### src/rtl/mpfb_queue.sv
// Small command queue between the front end and the store back end.
module mpfb_queue #(
	parameter int DW = 16
) (
	input  logic          clk,
	input  logic          arst_n,
	input  logic          push,
	input  logic [DW-1:0] push_data,
	output logic          push_ready,
	input  logic          pop,
	output logic          pop_valid,
	output logic [DW-1:0] pop_data
);
	localparam int DEPTH = 4;
	localparam int PW    = $clog2(DEPTH);

	logic [DW-1:0] slot_q [DEPTH];
	logic [PW-1:0] wr_ptr_q;
	logic [PW-1:0] rd_ptr_q;
	logic [PW:0]   count_q;

	assign push_ready = count_q != (PW+1)'(DEPTH);
	assign pop_valid  = count_q != '0;
	assign pop_data   = slot_q[rd_ptr_q];

	// Storage
	always_ff @(posedge clk) begin
		if (push) begin
			slot_q[wr_ptr_q] <= push_data;
		end
	end

	// Pointers and fill count
	always_ff @(posedge clk or negedge arst_n) begin
		if (!arst_n) begin
			wr_ptr_q <= '0;
			rd_ptr_q <= '0;
			count_q  <= '0;
		end else begin
			if (push) wr_ptr_q <= wr_ptr_q + 1'b1;
			if (pop)  rd_ptr_q <= rd_ptr_q + 1'b1;
			unique case ({push, pop})
				2'b10:   count_q <= count_q + 1'b1;
				2'b01:   count_q <= count_q - 1'b1;
				default: count_q <= count_q;
			endcase
		end
	end

endmodule

### config.mk
export PLATFORM = sky130hd
export DESIGN_NAME = mpfb_queue
export DESIGN_NICKNAME = d
export VERILOG_FILES = /design/src/rtl/mpfb_queue.sv
export SDC_FILE = /design/constraint.sdc
export NUM_CORES = 1
export LEC_CHECK = 0
export ABC_AREA = 1
export BUFFER_PORTS_ARGS = -buffer_cell sky130_fd_sc_hd__buf_2
export CAP_MARGIN = 20
export CELL_PAD_IN_SITES_DETAIL_PLACEMENT = 0
export CELL_PAD_IN_SITES_GLOBAL_PLACEMENT = 1
export CORE_MARGIN = 1.5
export CORE_UTILIZATION = 47
export CTS_BUF_LIST = sky130_fd_sc_hd__clkbuf_16
export DETAILED_ROUTE_END_ITERATION = 10
export PLACE_DENSITY_LB_ADDON = 0.1
export SLEW_MARGIN = 20
export SYNTH_ARGS = -nofsm -noshare
export SYNTH_HDL_FRONTEND = slang
export SYNTH_SLANG_ARGS = --single-unit
### constraint.sdc
create_clock -name clk -period 1.47 [get_ports clk]
set_input_delay 0.294 -clock clk [delete_from_list [all_inputs] [get_ports clk]]
set_output_delay 0.294 -clock clk [all_outputs]
set_load 0.1 [all_outputs]
Word level (Yosys, flattened, before mapping):

Memory sizes are Yosys's and may differ from the RTL's.
Index checks and enable logic that the tools add are counted.

* add/subtract/negate cells: 4
* equal/unequal tests: 3
* multiplexer cells: 3
* reductions and logical operators: 2

Operator list (count)
* $pmux W3 S2: 1
* $add A2 B1 Y2 const B: 2
* $add A3 B1 Y3 const B: 1
* $ne A3 B3 Y1 const B: 1
* $reduce_bool A3 Y1: 1
* $sub A3 B1 Y3 const B: 1
* $eq A2 B1 Y1 const B: 1
* $eq A2 B2 Y1 const B: 1
* $mux W1: 2
* $reduce_bool A2 Y1: 1

* flip-flop bits (word level): 7
* RAM bits: 64
* input bits: 20
* output and inout port bits: 18
* logic and storage cells: 16
* memories kept: 1

Memories
* slot_q: words 4, bits a word 16, read ports 1, clocked after Yosys merged registers in 0, wr ports 1, RTL line 17 `logic [DW-1:0] slot_q [DEPTH];`

Depth between registers and ports, before layout:

* depth after elaboration: 2
* mapped depth: 10
* depth with buffers taken out: 9

Worst setup path after synthesis:

OpenSTA, ideal clock, no wires.

* path kind: register to output
* start: register rd_ptr_q[1]
* end: output pop_data[10]
* arrival: 1.455 ns
* data required time: 1.176 ns
* setup slack: -0.279 ns
* stages on the path, launching flop included: 6
* buffers on the path: 2
* path through: dfrtp_1 -> buf_6 -> clkinv_4 -> buf_6 -> o211ai_2 -> nand2_1

* word-level cells in the longest chain between the ends: 1

RTL lines
* from (decl): RTL line 19 `logic [PW-1:0] rd_ptr_q;`
* from (signal assigned): RTL line 41 `if (pop) rd_ptr_q <= rd_ptr_q + 1'b1;`
* $mem_v2 Z4 W16
* to (decl): RTL line 12 `output logic [DW-1:0] pop_data`

No other way between the ends.

Worst setup path in the final report:

* start: register rd_ptr_q[0]
* end: output pop_data[3]

Same word-level chain as after synthesis.

==> run metrics <==
buffer type at the clock tree root=sky130_fd_sc_hd__clkbuf_16; clock tree from TritonCTS=done; number of nets at the end of the flow=324; top-level I/O count=38; share of post-route cells with drive strength above 1=approximately 45%; share of Yosys cell area claimed by the top area cell type=between 50% and 60%; count of distinct cell types in the synthesized netlist=22; status=finished with violations; number of standard cells in the final layout excluding fillers=between 300 and 400; Cell Rows=29; startpoint type of the worst setup path=register; vias in the first global route=between 1,500 and 2,000; average size of a mapped cell=13.66 um2; kind of capture point of the worst setup path=output pin; cell accounting for the most synthesized area=sky130_fd_sc_hd__edfxtp_1; number of vias per cell after detailed routing=approximately 4.8; Max H-tree Level=3; number of vias in the routed layout=roughly 1,800; Slew Limit Fails=0; Design Area, Final=between 4000 and 5000 um2; Max Clock Freq=between 500 and 600 MHz; violated checks=DRC, setup timing; setup repair after global routing missed its margin=true; sequential area share after synthesis=roughly 65%; fraction of the cycle the final worst path needs=122.8%; number of input and output port buffers inserted=37; final critical-path setup slack=-0.3351 ns; number of cells in the design after placement=~360; most used cells in the layout excluding fill and tap cells=sky130_fd_sc_hd__edfxtp_1, sky130_fd_sc_hd__inv_1, sky130_fd_sc_hd__nand2_1, sky130_fd_sc_hd__buf_12; Wirelength per Cell=approximately 15 um; antenna violations before repair=0; global-route wire length before repair=slightly above 9000 um; Floorplan Core Area=roughly 6500 um2; largest buffer count on any clock path=2; worst-path fanout max=7; busiest layer in global routing=met2; class of the tightest hold or removal check=primary input to register; clock tree sinks=71; Worst Setup Path Type=register to output pin; worst-case hold slack=approximately 0.19 ns; DRC viols=3; most common cell after layout, fill and taps aside=sky130_fd_sc_hd__edfxtp_1; Die Span X=85.64 um; sum of negative setup slack=-4.995 ns; grt met1 use=around 22%; Synth-to-Final Area Change=39.73%; Skew-Pair Late Insertion Delay=roughly 0.32 ns; dpl cell area=a little under 4000 um2; Area contributors post-synth=sky130_fd_sc_hd__edfxtp_1, sky130_fd_sc_hd__o211ai_2, sky130_fd_sc_hd__dfrtp_1, sky130_fd_sc_hd__inv_1, sky130_fd_sc_hd__nand2_2; normalized max-slew margin=around 80%; detailed router's first-iteration violation count=90; #FFs+latches synth=about 70; transition time of the tightest slew-check pin=0.2958 ns; maximum number of pins on one net before global-route repair=27; met2 track demand over resource=a little over a quarter; nets in the synthesized netlist=261; final wirelength=around 5900 um; first-pass iteration count of the detailed router=9; data required time of the critical path=~1.2 ns; synth warn=0; Final setup viols=16; final number of hold-violating endpoints=0; number of diodes=0; starting utilization of the core area=between 40% and 50%; setup skew after layout=around 0.0034 ns; count of mapped cells out of synthesis=around 240; final estimated routing congestion in global placement=0.6981; DIE AREA=about 7300 um2; sum of net half-perimeters after detailed placement=approximately 3300 um; TritonCTS buffer count=9; grt ovf=0; synthesized area=between 3000 and 4000 um2; final worst path period need=around 1.8 ns; clock-pin slew on the worst setup and hold paths=0.05 ns; height of the die=85.64 um; data arrival time of the critical path=between 1.5 and 2 ns; GRT Total Usage=between 10% and 20%; antenna-violating nets left=0; MaxCap Viol Count=0; GR Layer Usage met3=4.909%
routing by layer:
layer | part of all wire [%] | wire length [um]
met5 | 0 | 0
met4 | 1.4 | 81
met3 | 4.1 | 242
met2 | 50 | 2932
met1 | 44 | 2602
area by class of cell:
type	count	area (um2)
Clock buffer	9	225.2
Fill cell	447	1974
Tap cell	77	96.34
Timing Repair Buffer	63	784.5
Clock inverter	6	52.55
Inverter	46	177.7
Multi-Input combinational cell	107	1049
Sequential cell	71	2100
repair_timing:
item / in CTS / in global routing
gates resized for setup: 8 / 19
gates cloned: 3 / 1
pin swaps: 6 / 17
setup endpoints to repair: 16 / 18
setup buffers: 3 / 1
hold endpoints to repair: 7 / 0
hold buffers: 1 / 0
worst max-delay path, cell delays in order, from the launching register on:
cell and delay, ns:
sky130_fd_sc_hd__dfrtp_2 0.45, sky130_fd_sc_hd__buf_12 0.16, sky130_fd_sc_hd__buf_16 0.15, sky130_fd_sc_hd__o211ai_4 0.18
sky130_fd_sc_hd__nand2_4 0.07, sky130_fd_sc_hd__buf_12 0.17
per-stage QoR:
step / setup slack (ns) / utilization [%]
global route: -0.3871 / 69.43
global placement: 0.008605 / 59.90
CTS: -0.3673 / 66.99
detailed placement: -0.01485 / 59.90
floorplan: -0.04124 / -
finish: -0.3351 / 69.43
final timing paths:
kind                                          from                      end  slack (ns)  cells after the start
max                        rd_ptr_q[0]$_DFFE_PN0P_              pop_data[3]       -0.34                      5
min                                   push_data[1]   slot_q[3][1]$_DFFE_PP_        0.19                      1
max reg2reg                wr_ptr_q[1]$_DFFE_PN0P_   slot_q[1][8]$_DFFE_PP_        0.13                      5
min reg2reg                 count_q[2]$_DFFE_PN0P_   count_q[2]$_DFFE_PN0P_        0.50                      2
max in group asynchronous                   arst_n  rd_ptr_q[1]$_DFFE_PN0P_        0.96                      2
min in group asynchronous                   arst_n  wr_ptr_q[0]$_DFFE_PN0P_        0.33                      2
cells by family after synthesis:
group                      count (synthesis)  synth area share (%)
buffers and inverters                     57                 9.786
and+or+nand+nor                           63                 9.591
adders and majority gates                  6                 2.573
AOI/OAI and AO/OA                         34                 11.38
DFF                                       71                 65.34
xor gates and xnor gates                   4                 1.326
state kept, by name (all words and copies together), names as in the netlist:
name / cells
slot_q: 64
count_q: 3
rd_ptr_q: 2
wr_ptr_q: 2
synth_stat cells:
cell,instances
sky130_fd_sc_hd__edfxtp_1,64
sky130_fd_sc_hd__inv_1,44
sky130_fd_sc_hd__nand2_1,33
sky130_fd_sc_hd__nand2_2,26
sky130_fd_sc_hd__o211ai_2,23
sky130_fd_sc_hd__o211ai_1,9
sky130_fd_sc_hd__dfrtp_1,7
sky130_fd_sc_hd__ha_1,5
sky130_fd_sc_hd__buf_12,4
sky130_fd_sc_hd__buf_2,3
sky130_fd_sc_hd__buf_6,3
sky130_fd_sc_hd__nand3_1,3
sky130_fd_sc_hd__xor2_1,2
sky130_fd_sc_hd__buf_4,1
sky130_fd_sc_hd__clkinv_4,1
sky130_fd_sc_hd__fa_1,1
sky130_fd_sc_hd__inv_2,1
sky130_fd_sc_hd__nand4_1,1
sky130_fd_sc_hd__o21ai_0,1
sky130_fd_sc_hd__o21ai_1,1
sky130_fd_sc_hd__xnor2_1,1
sky130_fd_sc_hd__xor2_2,1
Power is left out: the tool's default activity adds up to more than one toggle a clock period on the data nets, which glitch-free logic cannot reach.
