[config.mk]
export PLATFORM = sky130hd
export DESIGN_NAME = mpfb_front
export DESIGN_NICKNAME = d
export VERILOG_FILES = /design/src/rtl/mpfb_pkg.sv /design/src/rtl/mpfb_front.sv
export SDC_FILE = /design/constraint.sdc
export NUM_CORES = 1
export LEC_CHECK = 0
export ABC_AREA = 1
export BUFFER_PORTS_ARGS = -buffer_cell sky130_fd_sc_hd__buf_2
export CAP_MARGIN = 20
export CORE_MARGIN = 2
export CORE_UTILIZATION = 23
export DETAILED_ROUTE_END_ITERATION = 8
export PLACE_DENSITY = 0.74
export SYNTH_ARGS = -nofsm -noshare
export SYNTH_HDL_FRONTEND = slang
export SYNTH_SLANG_ARGS = --single-unit
[constraint.sdc]
create_clock -name clk -period 0.8 [get_ports clk]
set_clock_uncertainty 0.05 [all_clocks]
set_input_delay 0 -clock clk [delete_from_list [all_inputs] [get_ports clk]]
set_output_delay 0 -clock clk [all_outputs]
set_load 0.02 [all_outputs]
[src/rtl/mpfb_pkg.sv]
// Shared types and codes for the page-mode framebuffer blit block.
package mpfb_pkg;

	// Request codes carried in req_type
	localparam logic [1:0] REQ_BLIT     = 2'd0;
	localparam logic [1:0] REQ_PAGE_RD  = 2'd1;
	localparam logic [1:0] REQ_PIXEL_RD = 2'd2;

	// Transparency modes carried in blit_mode
	localparam logic [1:0] MODE_OPAQUE    = 2'd0;
	localparam logic [1:0] MODE_BLACK_CLR = 2'd1;
	localparam logic [1:0] MODE_WHITE_CLR = 2'd2;
	localparam logic [1:0] MODE_MID_CLR   = 2'd3;

	localparam logic [7:0] PIX_ON  = 8'hFF;
	localparam logic [7:0] PIX_OFF = 8'h00;

	// Input word
	typedef struct packed {
		logic [1:0] req_type;
		logic [6:0] pos_x;
		logic [5:0] pos_y;
		logic [2:0] page_index;
		logic [7:0] src_value;
		logic [1:0] blit_mode;
	} in_word_t;

	// Result word
	typedef struct packed {
		logic [7:0] read_data;
		logic       pixel_changed;
	} out_word_t;

	// Operation decided by the front end
	typedef enum logic [2:0] {
		OP_NONE,
		OP_SET,
		OP_CLR,
		OP_RD_PAGE,
		OP_RD_PIX
	} op_t;

	// Classified command minus its address
	typedef struct packed {
		op_t        op;
		logic [2:0] bit_sel;
	} cmd_t;

endpackage

[src/rtl/mpfb_front.sv]
// Front end: accepts request words, range-checks them and turns them into commands.
module mpfb_front #(
	parameter int DISPLAY_WIDTH = 128,
	parameter int MAX_ROWS      = 64,
	parameter int AW            = 10
) (
	input  logic               clk,
	input  logic               arst_n,
	input  logic               cfg_we,
	input  logic               cfg_wdata,
	input  logic               in_valid,
	output logic               in_ready,
	input  mpfb_pkg::in_word_t in_word,
	input  logic               store_ready,
	input  logic               q_ready,
	output logic               q_push,
	output mpfb_pkg::cmd_t     q_cmd,
	output logic [AW-1:0]      q_addr
);
	import mpfb_pkg::*;

	localparam logic [8:0] WIDTH_LIM = 9'(DISPLAY_WIDTH);
	localparam logic [7:0] FULL_ROWS = 8'(MAX_ROWS);
	localparam logic [7:0] HALF_ROWS = 8'(MAX_ROWS / 2);
	localparam logic [4:0] FULL_PAGES = 5'(MAX_ROWS / 8);
	localparam logic [4:0] HALF_PAGES = 5'(MAX_ROWS / 2 / 8);

	logic       short_panel_q;
	logic [7:0] rows_lim;
	logic [4:0] pages_lim;
	logic       x_ok;
	logic       pix_ok;
	logic       page_ok;
	logic [2:0] page_sel;

	// Panel height register
	always_ff @(posedge clk or negedge arst_n) begin
		if (!arst_n) begin
			short_panel_q <= 1'b0;
		end else if (cfg_we) begin
			short_panel_q <= cfg_wdata;
		end
	end

	// Range checks against the configured height
	always_comb begin
		rows_lim  = short_panel_q ? HALF_ROWS : FULL_ROWS;
		pages_lim = short_panel_q ? HALF_PAGES : FULL_PAGES;
		x_ok      = {2'b00, in_word.pos_x} < WIDTH_LIM;
		pix_ok    = x_ok && ({2'b00, in_word.pos_y} < rows_lim)
			&& ({2'b00, in_word.pos_y[5:3]} < FULL_PAGES);
		page_ok   = x_ok && ({2'b00, in_word.page_index} < pages_lim);
	end

	// Classify the request
	always_comb begin
		q_cmd.op      = OP_NONE;
		q_cmd.bit_sel = in_word.pos_y[2:0];
		page_sel      = in_word.pos_y[5:3];
		unique case (in_word.req_type)
			REQ_BLIT: begin
				if (pix_ok) begin
					unique case (in_word.blit_mode)
						MODE_OPAQUE: begin
							q_cmd.op = (in_word.src_value != PIX_OFF) ? OP_SET : OP_CLR;
						end
						MODE_BLACK_CLR: begin
							if (in_word.src_value != PIX_OFF) q_cmd.op = OP_SET;
						end
						MODE_WHITE_CLR: begin
							if (in_word.src_value == PIX_OFF) q_cmd.op = OP_CLR;
						end
						MODE_MID_CLR: begin
							if (in_word.src_value == PIX_OFF) q_cmd.op = OP_CLR;
							else if (in_word.src_value == PIX_ON) q_cmd.op = OP_SET;
						end
						default: q_cmd.op = OP_NONE;
					endcase
				end
			end
			REQ_PAGE_RD: begin
				page_sel = in_word.page_index;
				if (page_ok) q_cmd.op = OP_RD_PAGE;
			end
			REQ_PIXEL_RD: begin
				if (pix_ok) q_cmd.op = OP_RD_PIX;
			end
			default: q_cmd.op = OP_NONE;
		endcase
		q_addr = AW'(page_sel) * AW'(DISPLAY_WIDTH) + AW'(in_word.pos_x);
	end

	// Handshake into the queue
	assign in_ready = q_ready && store_ready;
	assign q_push   = in_valid && in_ready;

endmodule

# After elaboration in Yosys (flattened, before gate mapping)
# Index checks and enable logic that the tools add are counted.
# classes
n_addsub,1
order_cmp,2
eq_ne,6
muxes,13
reduce_logical,6
# ops
op,n
3-bit case mux with 4 select lines,1
10-bit by 7-bit adder with 10-bit output,1
3-bit 2-to-1 mux,3
3-bit case mux with 3 select lines,1
8-bit equality test (second input constant),1
8-bit zero test,1
2-bit 2-to-1 mux,4
8-bit nonzero test,1
6-bit by 7-bit < comparator with 1-bit output,1
7-bit 2-to-1 mux,1
2-bit equality test (second input constant),3
2-bit by 1-bit equality test with 1-bit output (second input constant),2
2-bit zero test,2
3-bit by 4-bit < comparator with 1-bit output,1
4-bit 2-to-1 mux,1
1-bit logical AND,2
1-bit 2-to-1 mux,2
# totals
regBits,1
output_inout_bits,18
wordCells,29

# Longest topological paths before layout
# depth
depth_word,6
ltp_mapped,6

# Worst setup path after synthesis
# Ideal clock, no wire load.
# synth_timing
kind,reg-to-output
startpoint,reg short_panel_q
endpoint,out q_cmd[4] in the netlist's numbering
arrival_time_ps,809
slack_ps,-59
stages_incl_launch_ff,6
n_path_buf,0
path_cell_list,dfrtp_1 > nand2_1 > nand3_2 > a21oi_1 > nand2_1 > nand2_1
# synth_rtl
item,line_no,rtl
"start, declared",mpfb_front.sv:28,logic short_panel_q;
"start signal, assigned",mpfb_front.sv:41,short_panel_q <= cfg_wdata;
"end, declared",mpfb_front.sv:17,"output mpfb_pkg::cmd_t q_cmd,"

==> qor.yml <==
sta:
  fmax_mhz: 1080
  finalMaxSlewViolations: 0
  rsz0062_at_grt: "yes"
  worstMarginPinSlew_ns: 0.224
  slew_headroom_pct: 85.0
  fin_crit_ns: 0.927
  period_share_pct: 116
  setup_viol: 4
  hold_viol_final: 0
  hold-worst-slack_ns: 0.149
  setup_ws_ns: -0.127
placement:
  gp_routability_congestion: 0.677
  pre_cts_ws_ns: -0.168
  hpwl_um: 675
  port_buffers: 32
  place_inst: 96
global_route:
  first_global_vias: 337
  grt_max_degree: 5
  antenna_found_initial: 0
  track_usage_pct: 10.4
  overflow: 0
  grt_pass1_wl_mm: 1.21
flow_run:
  drv_cap: 0
route:
  drt_iter0_drc: 3
  drc: 0
  avgRoutedWirePerCell_um: 8.93
  antenna_left: 0
  avgViaCountPerCell: 4.05
  dr.pass1.iters: 2
  drt-total-wl_um: 973
  vias: 441
cells_and_area:
  diodes: 0
  synthToLayoutAreaGrowth_pct: 90.0
  fill_cells: 118
  drive_gt1_share_pct: 53.2
  finalNetCount: 131
  largest_reg_flops: 1
  reg_top3: "short_panel_q x1"
  stdcell_count: 109
  largest_register: "short_panel_q"
critical_path:
  crit_start: "short_panel_q"
  crit_required_ns: 0.75
  arrival_ns: 0.88
  rr_startpoint: "short_panel_q"
  worstSetupEndpointType: "primary output"
  crit_fanout: 2
  crit_type: "reg2out"
  start_kind: "flop"
synthesis:
  yosysWarningCount: 0
  syn_inst: 58
  seq_area_frac_synth_pct: 8.33
  syn_area_um2: 300
  synth_cell_types: 13
  synthesis.nets: 93
  syn_area_per_cell_um2: 5.18
  synth_top_cell_by_area: "nand2_1"
  synthTopCellsByArea: "nand2_1, buf_4, nor2_1"
  synth.top_cell.area_share_pct: 26.2
  ys_ff_latch: 1
die:
  pin_count: 53
  die-area_um2: 1610
  core_um2: 1250
  die_h_um: 40.1
  fp.dieW_um: 40.1
  start_util_pct: 24.0
  fp-row-count: 13
min_path:
  hp-start: "cfg_we"
  hold_path.class: "in2reg"
clocking:
  clock_latency_ns: 0
  clk_pin_slew_ns: 0
outcome:
  violations: "negative setup slack"
  status: "complete, but fails checks"
power:
  p_leak_nw: 0.330
  irDropWorstVdd_v: 0.000383
  p_per_area_nw_per_um2: 676
==> stage by stage <==
step / util (%) / total power, mW / cell area, um^2 / setup TNS [ns]
2_1_floorplan: - / 0.237 / 308 / -0.0245
3_3_place_gp: 33.5 / 0.265 / 419 / -0.249
3_5_place_dp: 33.5 / 0.269 / 419 / -0.321
4_1_cts: 44.6 / 0.371 / 558 / -0.274
5_1_grt: 45.6 / 0.412 / 571 / -0.530
6_report: 45.6 / 0.386 / 571 / -0.386
==> per-layer routing <==
layer	wire, um	global-route usage (%)
met5	0	0
met4	0	0
met3	117	0
met2	509	22.2
met1	346	11.7
==> layout by cell type, fill, tap and decap left out, types with 2 or more instances in the layout <==
| master | n |
|---|---|
| buf_2 | 29 |
| nand2_1 | 18 |
| dlygate4sd3_1 | 11 |
| nor2_1 | 7 |
| inv_1 | 4 |
| nand2_2 | 4 |
| nor2_2 | 4 |
| buf_4 | 4 |
| inv_2 | 3 |
| o21ai_2 | 2 |
| buf_6 | 2 |
==> critical path, stage by stage, from the launching register on <==
cell and delay, ns:
dfrtp_1 0.33, buf_4 0.13, inv_4 0.03, o21ai_2 0.17
nand2_2 0.08, buf_6 0.13
==> final timing paths <==
kind | endpoint | slack (ns) | cells after the start
worst min register to register | short_panel_q | 0.70 | 4
worst max register to register | short_panel_q | -0.08 | 4
max in group asynchronous | short_panel_q | 0.36 | 2
min in group asynchronous | short_panel_q | 0.25 | 2
worst max-delay path | q_cmd[3] | -0.13 | 5
worst min-delay path | short_panel_q | 0.15 | 2
==> report_power, final <==
group	total (mW)	internal, mW	switching [mW]
sequential	0.0589	0.0561	0.00277
clock	0	0	0
combinational	0.327	0.154	0.173
total	0.386	0.210	0.176
==> cell families after synthesis <==
kind of cell    share of synthesized area (%)
simple gates                             48.7
buf+inv                                  35.0
compound gates                           7.92
flops                                    8.33
==> layout make-up <==
class / instances / area (um^2) / share of cell area [%]
repair buffers: 46 / 308 / 53.9
multi-input cells: 39 / 186 / 32.7
inverters: 8 / 32.5 / 5.70
flip-flops and latches: 1 / 25.0 / 4.39
well taps: 15 / 18.8 / 3.29
==> timing repair <==
| item | CTS | global route |
|---|---|---|
| setup buffers | 1 | 1 |
| hold endpoints to repair | 11 | 0 |
| gates resized for setup | 7 | 3 |
| pin swaps | 1 | 0 |
| setup endpoints to repair | 3 | 4 |
| hold buffers | 11 | 0 |
==> synth_stat cells <==
master and count:
nand2_1 21, buf_4 10, nor2_1 9, inv_1 5
inv_2 3, nor2_2 2, o21ai_1 2, a21oi_1 1
dfrtp_1 1, nand2_2 1, nand3_1 1, nand3_2 1
o21ai_2 1
No activity file was read; power rests on OpenSTA's default activity.
